## src/sv/texture_upload_command_filter_macros.svh

```systemverilog
// assertion macros for the texture upload command filter
// expects i_clk and i_rst_n in the scope of each use
`ifndef TEXTURE_UPLOAD_COMMAND_FILTER_MACROS_SVH
`define TEXTURE_UPLOAD_COMMAND_FILTER_MACROS_SVH

// same-cycle implication, quiet during reset
`define TUF_ASSERT_NOW(lbl, ante, cons, msg) \
    lbl: assert property (@(posedge i_clk) disable iff (!i_rst_n) (ante) |-> (cons)) \
        else $error(msg);

// next-cycle implication, quiet during reset
`define TUF_ASSERT_NEXT(lbl, ante, cons, msg) \
    lbl: assert property (@(posedge i_clk) disable iff (!i_rst_n) (ante) |=> (cons)) \
        else $error(msg);

`endif

```

## src/sv/tuf_pkg.sv

```systemverilog
// shared types and constants of the texture upload command filter
// no dependencies
package tuf_pkg;

    typedef struct packed {
        logic [1:0]  action;
        logic [63:0] command_size;
        logic [31:0] bytes_left;
        logic [31:0] command_number;
        logic [31:0] word_at_12;
        logic [63:0] dword_at_16;
        logic [31:0] word_at_24;
        logic [31:0] word_at_28;
        logic [31:0] word_at_40;
        logic [31:0] word_at_44;
        logic [31:0] word_at_68;
    } t_cmd;

    typedef struct packed {
        logic [2:0]  verdict;
        logic [31:0] new_base_mip;
        logic [31:0] new_mip_count;
        logic [31:0] deferred_texture;
        logic [31:0] deferred_mip;
        logic [63:0] advance_bytes;
    } t_res;

    // one table entry as stored in the ram
    typedef struct packed {
        logic [31:0] texture;
        logic [31:0] first_mip;
    } t_entry;

    typedef enum logic [2:0] {
        VERDICT_FORWARD   = 3'd0,
        VERDICT_REWRITTEN = 3'd1,
        VERDICT_DEFERRED  = 3'd2,
        VERDICT_MALFORMED = 3'd3,
        VERDICT_FULL      = 3'd4
    } t_verdict;

    localparam logic [1:0] ACT_CLEAR  = 2'd0;
    localparam logic [1:0] ACT_SCAN   = 2'd1;
    localparam logic [1:0] ACT_FILTER = 2'd2;

    // configuration register map, 4 bytes apart
    localparam int CFG_ADDR_W = 4;
    localparam logic [1:0] REG_SIZE_THRESHOLD = 2'd0;
    localparam logic [1:0] REG_WRITE_TEX_ID   = 2'd1;
    localparam logic [1:0] REG_WRITE_TEX_XL   = 2'd2;
    localparam logic [1:0] REG_CREATE_VIEW_ID = 2'd3;

    localparam logic [31:0] RST_SIZE_THRESHOLD = 32'd4096;
    localparam logic [31:0] RST_WRITE_TEX_ID   = 32'd86;
    localparam logic [31:0] RST_WRITE_TEX_XL   = 32'd87;
    localparam logic [31:0] RST_CREATE_VIEW_ID = 32'd143;

    // minimum sizes in bytes
    localparam logic [63:0] MIN_CMD_BYTES   = 64'd12;
    localparam logic [63:0] MIN_WRITE_BYTES = 64'd32;
    localparam logic [63:0] MIN_XL_BYTES    = 64'd48;
    localparam logic [63:0] MIN_DEFER_BYTES = 64'd24;
    localparam logic [63:0] MIN_VIEW_BYTES  = 64'd72;

endpackage

```

## src/sv/tuf_chan_if.sv

```systemverilog
// valid/ready channel carrying one payload per transaction
// payload type is a parameter, no package dependency
interface tuf_chan_if #(
    parameter type t_payload = logic
) ();
    logic     valid;
    logic     ready;
    t_payload payload;

    modport source (output valid, output payload, input ready);
    modport sink   (input valid, input payload, output ready);
endinterface

```

## src/sv/tuf_ram.sv

```systemverilog
// generic single-write, single-read ram with registered read data
// no dependencies
module tuf_ram #(
    parameter int WIDTH = 64,
    parameter int DEPTH = 16
) (
    input  logic                                 i_clk,
    input  logic                                 i_we,
    input  logic [(DEPTH > 1 ? $clog2(DEPTH) : 1)-1:0] i_waddr,
    input  logic [WIDTH-1:0]                     i_wdata,
    input  logic                                 i_re,
    input  logic [(DEPTH > 1 ? $clog2(DEPTH) : 1)-1:0] i_raddr,
    output logic [WIDTH-1:0]                     o_rdata
);
    logic [WIDTH-1:0] r_mem [DEPTH];
    logic [WIDTH-1:0] r_rdata;

    always_ff @(posedge i_clk) begin
        if (i_we) begin
            r_mem[i_waddr] <= i_wdata;
        end
        if (i_re) begin
            r_rdata <= r_mem[i_raddr];
        end
    end

    assign o_rdata = r_rdata;
endmodule

```

## src/sv/texture_upload_command_filter.sv

```systemverilog
// texture upload command filter: a command that needs no table search (clear, malformed,
// pass-through) goes from the check state straight to the done state and into the output
// register; a search walks the filled entries through one ram read port, one entry per cycle,
// and ends on a hit or past the last filled entry, then passes through the update state;
// a new command is taken once the previous result is registered; a stalled result holds off the input
// synchronous active-low reset: table empty (fill count zero), registers at defaults
module texture_upload_command_filter #(
    parameter int TABLE_ENTRIES = 16
) (
    input  logic                            i_clk,
    input  logic                            i_rst_n,
    tuf_chan_if.sink                        i_cmd,
    tuf_chan_if.source                      o_res,
    input  logic                            psel,
    input  logic                            penable,
    input  logic                            pwrite,
    input  logic [tuf_pkg::CFG_ADDR_W-1:0]  paddr,
    input  logic [31:0]                     pwdata,
    output logic [31:0]                     prdata,
    output logic                            pready
);
    import tuf_pkg::*;

    `include "texture_upload_command_filter_macros.svh"

    localparam int AW = (TABLE_ENTRIES > 1) ? $clog2(TABLE_ENTRIES) : 1;
    localparam int CW = $clog2(TABLE_ENTRIES + 1);
    localparam logic [CW-1:0] FULL_COUNT = CW'(TABLE_ENTRIES);

    typedef enum logic [2:0] {
        S_IDLE,
        S_CHECK,
        S_SEARCH,
        S_UPDATE,
        S_DONE
    } t_state;

    // sequencer and command
    t_state        r_state;
    t_cmd          r_cmd;

    // configuration registers
    logic [31:0]   r_size_threshold;
    logic [31:0]   r_write_tex_id;
    logic [31:0]   r_write_tex_xl;
    logic [31:0]   r_create_view_id;

    // table bookkeeping: entries are allocated in order, so valid ones form a prefix
    logic [CW-1:0] r_fill;
    logic [CW-1:0] r_idx;
    logic          r_pend;
    logic [AW-1:0] r_pend_idx;
    logic          r_hit;
    logic [AW-1:0] r_hit_idx;
    logic [31:0]   r_hit_mip;
    logic [31:0]   r_key;
    logic [31:0]   r_mip;
    logic          r_is_scan;

    // result under construction and output register
    t_res          r_res;
    t_res          r_out;
    logic          r_out_valid;

    // decode of the held command
    logic          malformed;
    logic          is_xl;
    logic          is_write;
    logic          is_large;
    logic [31:0]   sel_tex;
    logic [31:0]   sel_mip;
    logic          scan_record;
    logic          filter_defer;
    logic          filter_view;

    // outcome of the check state and of the update state
    t_res          check_res;
    t_state        check_state;
    logic [31:0]   check_key;
    t_res          update_res;

    // ram signals
    logic          rd_en;
    logic [AW-1:0] rd_addr;
    t_entry        rd_data;
    logic          wr_en;
    logic [AW-1:0] wr_addr;
    t_entry        wr_data;
    logic          hit_now;
    logic          mip_grows;
    logic          cfg_write;

    assign cfg_write = psel && penable && pwrite;
    assign pready    = 1'b1;

    always_comb begin
        case (paddr[CFG_ADDR_W-1:2])
            REG_SIZE_THRESHOLD: prdata = r_size_threshold;
            REG_WRITE_TEX_ID:   prdata = r_write_tex_id;
            REG_WRITE_TEX_XL:   prdata = r_write_tex_xl;
            REG_CREATE_VIEW_ID: prdata = r_create_view_id;
            default:            prdata = '0;
        endcase
    end

    // header checks and command class, evaluated in the check state
    assign malformed = ({32'd0, r_cmd.bytes_left} < MIN_CMD_BYTES)
                    || (r_cmd.command_size < MIN_CMD_BYTES)
                    || (r_cmd.command_size > {32'd0, r_cmd.bytes_left});
    assign is_xl     = (r_cmd.command_number == r_write_tex_xl);
    assign is_write  = (r_cmd.command_number == r_write_tex_id) || is_xl;
    assign is_large  = r_cmd.dword_at_16 > {32'd0, r_size_threshold};
    assign sel_tex   = is_xl ? r_cmd.word_at_40 : r_cmd.word_at_24;
    assign sel_mip   = is_xl ? r_cmd.word_at_44 : r_cmd.word_at_28;

    assign scan_record  = is_write && is_large
                       && (r_cmd.command_size >= (is_xl ? MIN_XL_BYTES : MIN_WRITE_BYTES));
    assign filter_defer = is_write && is_large && (r_cmd.command_size >= MIN_DEFER_BYTES);
    // a descriptor is present when the low word at 16 is nonzero
    assign filter_view  = (r_cmd.command_number == r_create_view_id)
                       && (r_cmd.command_size >= MIN_VIEW_BYTES)
                       && (r_cmd.dword_at_16[31:0] != 32'd0);

    // check state: verdict without the table, and whether a search follows
    always_comb begin
        check_res   = '0;
        check_state = S_DONE;
        check_key   = sel_tex;
        if (r_cmd.action == ACT_SCAN || r_cmd.action == ACT_FILTER) begin
            if (malformed) begin
                check_res.verdict = VERDICT_MALFORMED;
            end else begin
                check_res.advance_bytes = r_cmd.command_size;
                if (r_cmd.action == ACT_SCAN) begin
                    if (scan_record) begin
                        check_state = S_SEARCH;
                    end
                end else if (filter_defer) begin
                    // deferral wins over a clashing view number
                    check_res.verdict          = VERDICT_DEFERRED;
                    check_res.deferred_texture = sel_tex;
                    check_res.deferred_mip     = sel_mip;
                end else if (filter_view) begin
                    check_key   = r_cmd.word_at_12;
                    check_state = S_SEARCH;
                end
            end
        end
    end

    // update state: table full flag, or the view rewrite
    always_comb begin
        update_res = r_res;
        if (r_is_scan) begin
            if (!r_hit && (r_fill == FULL_COUNT)) begin
                update_res.verdict = VERDICT_FULL;
            end
        end else if (r_hit) begin
            // base from the table, count never below one
            update_res.verdict       = VERDICT_REWRITTEN;
            update_res.new_base_mip  = r_hit_mip;
            update_res.new_mip_count = (r_cmd.word_at_68 > r_hit_mip)
                                     ? (r_cmd.word_at_68 - r_hit_mip) : 32'd1;
        end
    end

    // table walk: one read issued per cycle, its data compared in the cycle after
    assign rd_en   = (r_state == S_SEARCH) && (r_idx < r_fill);
    assign rd_addr = r_idx[AW-1:0];
    assign hit_now = r_pend && (rd_data.texture == r_key);

    // scan update: raise the stored mip of a hit, or allocate the next free slot
    assign mip_grows = r_mip > r_hit_mip;
    assign wr_en     = (r_state == S_UPDATE) && r_is_scan
                    && (r_hit ? mip_grows : (r_fill != FULL_COUNT));
    assign wr_addr   = r_hit ? r_hit_idx : r_fill[AW-1:0];
    assign wr_data   = '{texture: r_key, first_mip: r_mip};

    tuf_ram #(
        .WIDTH ($bits(t_entry)),
        .DEPTH (TABLE_ENTRIES)
    ) u_table (
        .i_clk   (i_clk),
        .i_we    (wr_en),
        .i_waddr (wr_addr),
        .i_wdata (wr_data),
        .i_re    (rd_en),
        .i_raddr (rd_addr),
        .o_rdata (rd_data)
    );

    assign i_cmd.ready   = (r_state == S_IDLE);
    assign o_res.valid   = r_out_valid;
    assign o_res.payload = r_out;

    always_ff @(posedge i_clk) begin
        if (!i_rst_n) begin
            r_state          <= S_IDLE;
            r_fill           <= '0;
            r_idx            <= '0;
            r_pend           <= 1'b0;
            r_hit            <= 1'b0;
            r_out_valid      <= 1'b0;
            r_size_threshold <= RST_SIZE_THRESHOLD;
            r_write_tex_id   <= RST_WRITE_TEX_ID;
            r_write_tex_xl   <= RST_WRITE_TEX_XL;
            r_create_view_id <= RST_CREATE_VIEW_ID;
        end else begin
            if (cfg_write) begin
                case (paddr[CFG_ADDR_W-1:2])
                    REG_SIZE_THRESHOLD: r_size_threshold <= pwdata;
                    REG_WRITE_TEX_ID:   r_write_tex_id   <= pwdata;
                    REG_WRITE_TEX_XL:   r_write_tex_xl   <= pwdata;
                    REG_CREATE_VIEW_ID: r_create_view_id <= pwdata;
                    default: ;
                endcase
            end

            // output register loaded from the done state, freed when taken downstream
            if ((r_state == S_DONE) && (!r_out_valid || o_res.ready)) begin
                r_out_valid <= 1'b1;
            end else if (o_res.valid && o_res.ready) begin
                r_out_valid <= 1'b0;
            end

            case (r_state)
                S_IDLE: begin
                    if (i_cmd.valid) begin
                        r_cmd   <= i_cmd.payload;
                        r_state <= S_CHECK;
                    end
                end

                S_CHECK: begin
                    r_res     <= check_res;
                    r_idx     <= '0;
                    r_pend    <= 1'b0;
                    r_hit     <= 1'b0;
                    r_key     <= check_key;
                    r_mip     <= sel_mip + 32'd1;   // wraps within 32 bits
                    r_is_scan <= (r_cmd.action == ACT_SCAN);
                    r_state   <= check_state;
                    if (r_cmd.action == ACT_CLEAR) begin
                        r_fill <= '0;
                    end
                end

                S_SEARCH: begin
                    r_pend     <= rd_en;
                    r_pend_idx <= rd_addr;
                    r_idx      <= r_idx + CW'(rd_en);
                    if (hit_now) begin
                        r_hit     <= 1'b1;
                        r_hit_idx <= r_pend_idx;
                        r_hit_mip <= rd_data.first_mip;
                        r_state   <= S_UPDATE;
                    end else if (!rd_en && !r_pend) begin
                        // walked past the last filled entry
                        r_state <= S_UPDATE;
                    end
                end

                S_UPDATE: begin
                    r_state <= S_DONE;
                    r_res   <= update_res;
                    if (r_is_scan && !r_hit && (r_fill != FULL_COUNT)) begin
                        r_fill <= r_fill + CW'(1);
                    end
                end

                S_DONE: begin
                    if (!r_out_valid || o_res.ready) begin
                        r_out   <= r_res;
                        r_state <= S_IDLE;
                    end
                end

                default: begin
                    r_state <= S_IDLE;
                end
            endcase
        end
    end

    // a clear transaction leaves the table empty by the check state's end
    `TUF_ASSERT_NEXT(a_clear_empties,
        (r_state == S_CHECK) && (r_cmd.action == ACT_CLEAR), r_fill == '0,
        "clear did not empty the table")
    // the fill count never passes the table size
    `TUF_ASSERT_NOW(a_fill_bound, r_state != S_IDLE, r_fill <= FULL_COUNT,
        "table fill count overflow")
    // a malformed command never advances the host
    `TUF_ASSERT_NOW(a_malformed_no_adv,
        o_res.valid && (o_res.payload.verdict == VERDICT_MALFORMED),
        o_res.payload.advance_bytes == '0, "malformed command with nonzero advance")
    // a table write only happens on a scan update
    `TUF_ASSERT_NOW(a_write_on_scan, wr_en, (r_state == S_UPDATE) && r_is_scan,
        "table written outside a scan update")

endmodule

```

## src/flat_wrapper.sv

```systemverilog
// flat-port wrapper written by rule: the top's interface ports become plain ports
module texture_upload_command_filter_flat import tuf_pkg::*;
#(
    parameter int TABLE_ENTRIES = 16
)
  (i_clk, i_rst_n, psel, penable, pwrite, paddr, pwdata, prdata, pready, i_cmd_valid, i_cmd_payload, i_cmd_ready, o_res_valid, o_res_payload, o_res_ready);
  tuf_chan_if #(.t_payload(t_cmd)) i_cmd_i ();
  tuf_chan_if #(.t_payload(t_res)) o_res_i ();
  input  logic i_clk;
  input  logic i_rst_n;
  input  logic psel;
  input  logic penable;
  input  logic pwrite;
  input  logic [tuf_pkg::CFG_ADDR_W-1:0] paddr;
  input  logic [31:0] pwdata;
  output logic [31:0] prdata;
  output logic pready;
  input wire logic [$bits(i_cmd_i.valid)-1:0] i_cmd_valid;
  input wire logic [$bits(i_cmd_i.payload)-1:0] i_cmd_payload;
  output wire logic [$bits(i_cmd_i.ready)-1:0] i_cmd_ready;
  output wire logic [$bits(o_res_i.valid)-1:0] o_res_valid;
  output wire logic [$bits(o_res_i.payload)-1:0] o_res_payload;
  input wire logic [$bits(o_res_i.ready)-1:0] o_res_ready;
  assign i_cmd_i.valid = i_cmd_valid;
  assign i_cmd_i.payload = i_cmd_payload;
  assign i_cmd_ready = i_cmd_i.ready;
  assign o_res_valid = o_res_i.valid;
  assign o_res_payload = o_res_i.payload;
  assign o_res_i.ready = o_res_ready;
  texture_upload_command_filter #(.TABLE_ENTRIES(TABLE_ENTRIES)) u_core (.i_clk(i_clk), .i_rst_n(i_rst_n), .i_cmd(i_cmd_i), .o_res(o_res_i), .psel(psel), .penable(penable), .pwrite(pwrite), .paddr(paddr), .pwdata(pwdata), .prdata(prdata), .pready(pready));
endmodule
```

## config.mk

```make
export PLATFORM = sky130hd
export DESIGN_NAME = texture_upload_command_filter_flat
export DESIGN_NICKNAME = d
export VERILOG_FILES = /design/src/sv/tuf_pkg.sv /design/src/sv/tuf_chan_if.sv /design/src/sv/tuf_ram.sv /design/src/sv/texture_upload_command_filter.sv /design/src/flat_wrapper.sv
export VERILOG_INCLUDE_DIRS = /design/src /design/src/sv
export SDC_FILE = /design/constraint.sdc
export NUM_CORES = 2
export LEC_CHECK = 0
export BUFFER_PORTS_ARGS = -buffer_cell sky130_fd_sc_hd__buf_2
export CORE_MARGIN = 2
export CORE_UTILIZATION = 55
export CTS_BUF_LIST = sky130_fd_sc_hd__clkbuf_8 sky130_fd_sc_hd__clkbuf_16
export CTS_CLUSTER_DIAMETER = 150
export DETAILED_ROUTE_END_ITERATION = 10
export GPL_TIMING_DRIVEN = 0
export PLACE_DENSITY = 0.74
export SYNTH_ARGS = -nofsm -noshare
export SYNTH_HDL_FRONTEND = slang
export SYNTH_HIERARCHICAL = 1
export SYNTH_SLANG_ARGS = --single-unit
```

## constraint.sdc

```tcl
create_clock -name i_clk -period 115.6 [get_ports i_clk]
set_input_delay 11.56 -clock i_clk [delete_from_list [all_inputs] [get_ports i_clk]]
set_output_delay 11.56 -clock i_clk [all_outputs]
set_load 0.02 [all_outputs]
```

==> results.json <==
{
  "cap_viol_max_count": 0,
  "grtUsageMet2": 0.4552,
  "vias": 46389,
  "place.port_buffers": 654,
  "dr.pass1.iters": 7,
  "final_period_minus_worst_setup_slack_ps": 25500,
  "syn2layout_area_growth_pct": 17.60,
  "dr.first_iter.drc_count": 4911,
  "slew_headroom": 0.1236,
  "vias_in_the_first_global_route": 46582,
  "layout-drive-gt1-share": 0.2680,
  "cts-root-buf": "sky130_fd_sc_hd__clkbuf_16",
  "synth-async-reset-ratio": 0,
  "cts_tree": "done",
  "grt_overflow": 0,
  "final.period_utilization": 0.2206,
  "fin_tns_setup_ps": 0,
  "final_antenna_net_count": 0,
  "io_pins": 659,
  "critical_path_arrival_ps": 13940,
  "finalWeightedCongestion": 0.9476,
  "design.core.area_um2": 148000,
  "fin_nets": 6150,
  "cts.path.max_buffers": 3,
  "layout_commonest_cell": "sky130_fd_sc_hd__edfxtp_1",
  "place_hpwl_um": 157000,
  "htreeDepth": 4,
  "fin_util": 0.6531,
  "leakagePower_nw": 32.91,
  "synth.lib_cells_used.distinct": 75,
  "critical_path_class": "in -> out",
  "number_of_enable_flip_flop_cells_after_synthesis": 1969,
  "hold_buffers": 0,
  "crit_path_start_kind": "input port",
  "chipHeight_um": 390.6,
  "clock-skew-final_ps": 68.57,
  "vdd_drop_max_uv": 14.69,
  "numCtsBuffers": 203,
  "synth.yosys.seq_area_share": 0.7544,
  "grt_first_pass_wirelength_um": 314300,
  "post-cts-setup-buffer-count": 0,
  "clk_transition_reported_paths_ps": 60,
  "synth.ff_latch_count": 2113,
  "cp.required_ps": 104040,
  "grt_busiest_layer": "met2",
  "setup.worst_path.end_class": "output pin",
  "postSynthCellCount": 4551,
  "fillers": 9885,
  "gr_usage_total": 0.2864,
  "detail_route.wirelength_um": 218000,
  "power_per_cell_area_nw_per_um2": 15.96,
  "power.total_mw": 1.543,
  "report.final.slew_viol_count": 0,
  "final-instance-count-excl-fill": 7700,
  "hp-class": "reg -> reg",
  "grt_max_degree": 40,
  "setup_viol": 0,
  "layout_common_cells": "1969 x sky130_fd_sc_hd__edfxtp_1, 683 x sky130_fd_sc_hd__buf_2, 401 x sky130_fd_sc_hd__nand2_1",
  "grt_setup_unrepaired": "false",
  "grt_antenna_before_repair": 32,
  "global_route.usage.met1": 0.3876,
  "tightestPinTransition_ps": 1298,
  "die_area_um2": 152600,
  "remaining_drc_errors": 0,
  "clock_sink_count": 2113,
  "core.rowCount": 141,
  "groute.layer.met3.usage": 0.07015,
  "achievable-frequency_mhz": 39.21,
  "clk_latency_ps": 840,
  "syn_area_per_cell_um2": 18.06,
  "path_max_fanout": 10,
  "die-width_um": 390.6,
  "wire_per_inst_um": 28.31,
  "yosys_warnings": 6,
  "synth_area_um2": 82200,
  "postCtsResizedCells": 0,
  "report.final.hold_viol_count": 0,
  "starting_density": 0.5553,
  "status": "finished, final reports clean",
  "drt-vias-per-instance": 6.025,
  "dominantRegCellSynth": "sky130_fd_sc_hd__edfxtp_1",
  "numPlacedInstances": 7305
}
-- cell usage after synthesis (51+ instances only) --
library cell / number / area, um2
sky130_fd_sc_hd__a21boi_0: 118 / 885.9
sky130_fd_sc_hd__nand4_1: 51 / 319.1
sky130_fd_sc_hd__dfxtp_1: 144 / 2883
sky130_fd_sc_hd__mux2_2: 66 / 743.2
sky130_fd_sc_hd__xor2_1: 131 / 1147
sky130_fd_sc_hd__ha_1: 140 / 1752
sky130_fd_sc_hd__nand2_1: 401 / 1505
sky130_fd_sc_hd__a22oi_1: 131 / 983.4
sky130_fd_sc_hd__xnor2_1: 62 / 543.0
sky130_fd_sc_hd__a21oi_1: 75 / 375.4
sky130_fd_sc_hd__nor4_1: 74 / 462.9
sky130_fd_sc_hd__edfxtp_1: 1969 / 59130
sky130_fd_sc_hd__nand3_1: 55 / 275.3
sky130_fd_sc_hd__clkbuf_1: 103 / 386.6
sky130_fd_sc_hd__mux4_2: 288 / 6486
sky130_fd_sc_hd__nor2b_1: 59 / 369.1
sky130_fd_sc_hd__nor2_1: 152 / 570.6
sky130_fd_sc_hd__inv_1: 122 / 457.9
-- stage by stage --
stage / hold slack [ps] / instance area (um2) / setup slack [ps]
4_1_cts: 391.4 / 96630 / 90080
2_1_floorplan: 400.3 / 82320 / 62450
3_5_place_dp: 404.5 / 90030 / 90090
3_3_place_gp: 400.3 / 88000 / 45690
6_report: 387.5 / 96660 / 90100
5_1_grt: 391.6 / 96660 / 89960
-- worst max-delay path: stages --
cell,delay (ps)
sky130_fd_sc_hd__buf_2,110
sky130_fd_sc_hd__clkbuf_1,430
sky130_fd_sc_hd__buf_1,870
sky130_fd_sc_hd__mux4_2,740
sky130_fd_sc_hd__buf_2,220
-- report_power, final --
group | switching (mW) | internal [mW]
clock network | 0.285 | 0.365
registers | 0.00858 | 0.843
logic | 0.0251 | 0.0160
-- metal layers --
layer / share of wire / vias to the layer above
met3: 0.10 / 427
met1: 0.39 / 23445
met4: 0.036 / 8
met5: 0.00024 / -
li1: - / 19909
met2: 0.48 / 2600
-- layout make-up --
class                   instances  area, um2  area share
repair buffers                793       5139     0.05316
clock buffers                 211       5201     0.05381
clock inverters               171       1403     0.01451
multi-input cells            2174      19190      0.1985
diodes                         13      32.53   0.0003365
well taps                    1930       2415     0.02498
flip-flops and latches       2113      62010      0.6415
plain buffers                 172      817.0    0.008452
inverters                     123      461.7    0.004776
-- final timing paths --
check | from | to | slack (ps) | cells past startpoint
setup / recovery | paddr[2] | prdata[22] | 90100 | 5
hold / removal | u_core/r_res[181] | u_core/o_res.payload[181] | 390 | 0
setup reg to reg | u_core/r_cmd[287] | u_core/r_mip[28] | 108710 | 18
hold reg to reg | u_core/r_res[181] | u_core/o_res.payload[181] | 390 | 0
-- logic make-up after synthesis --
group	after synthesis	synth area share
adder cells (fa/ha/maj)	141	0.02155
AO/OA/AOI/OAI	482	0.04163
XOR/XNOR	193	0.02056
other	2	0.00009136
multiplexers	389	0.09226
flip-flops	2113	0.7544
AND/OR/NAND/NOR	936	0.05396
buffers and inverters	295	0.01556
-- flip-flops by register name, summed over array words and instances (netlist names), 64 cells and up --
| register | cells |
|---|---|
| u_core/r_res | 195 |
| u_core/r_cmd | 386 |
| u_core/u_table/o_rdata | 64 |
| u_core/u_table/r_mem | 1024 |
| u_core/o_res.payload | 195 |
No activity file was read; power rests on OpenSTA's default activity.
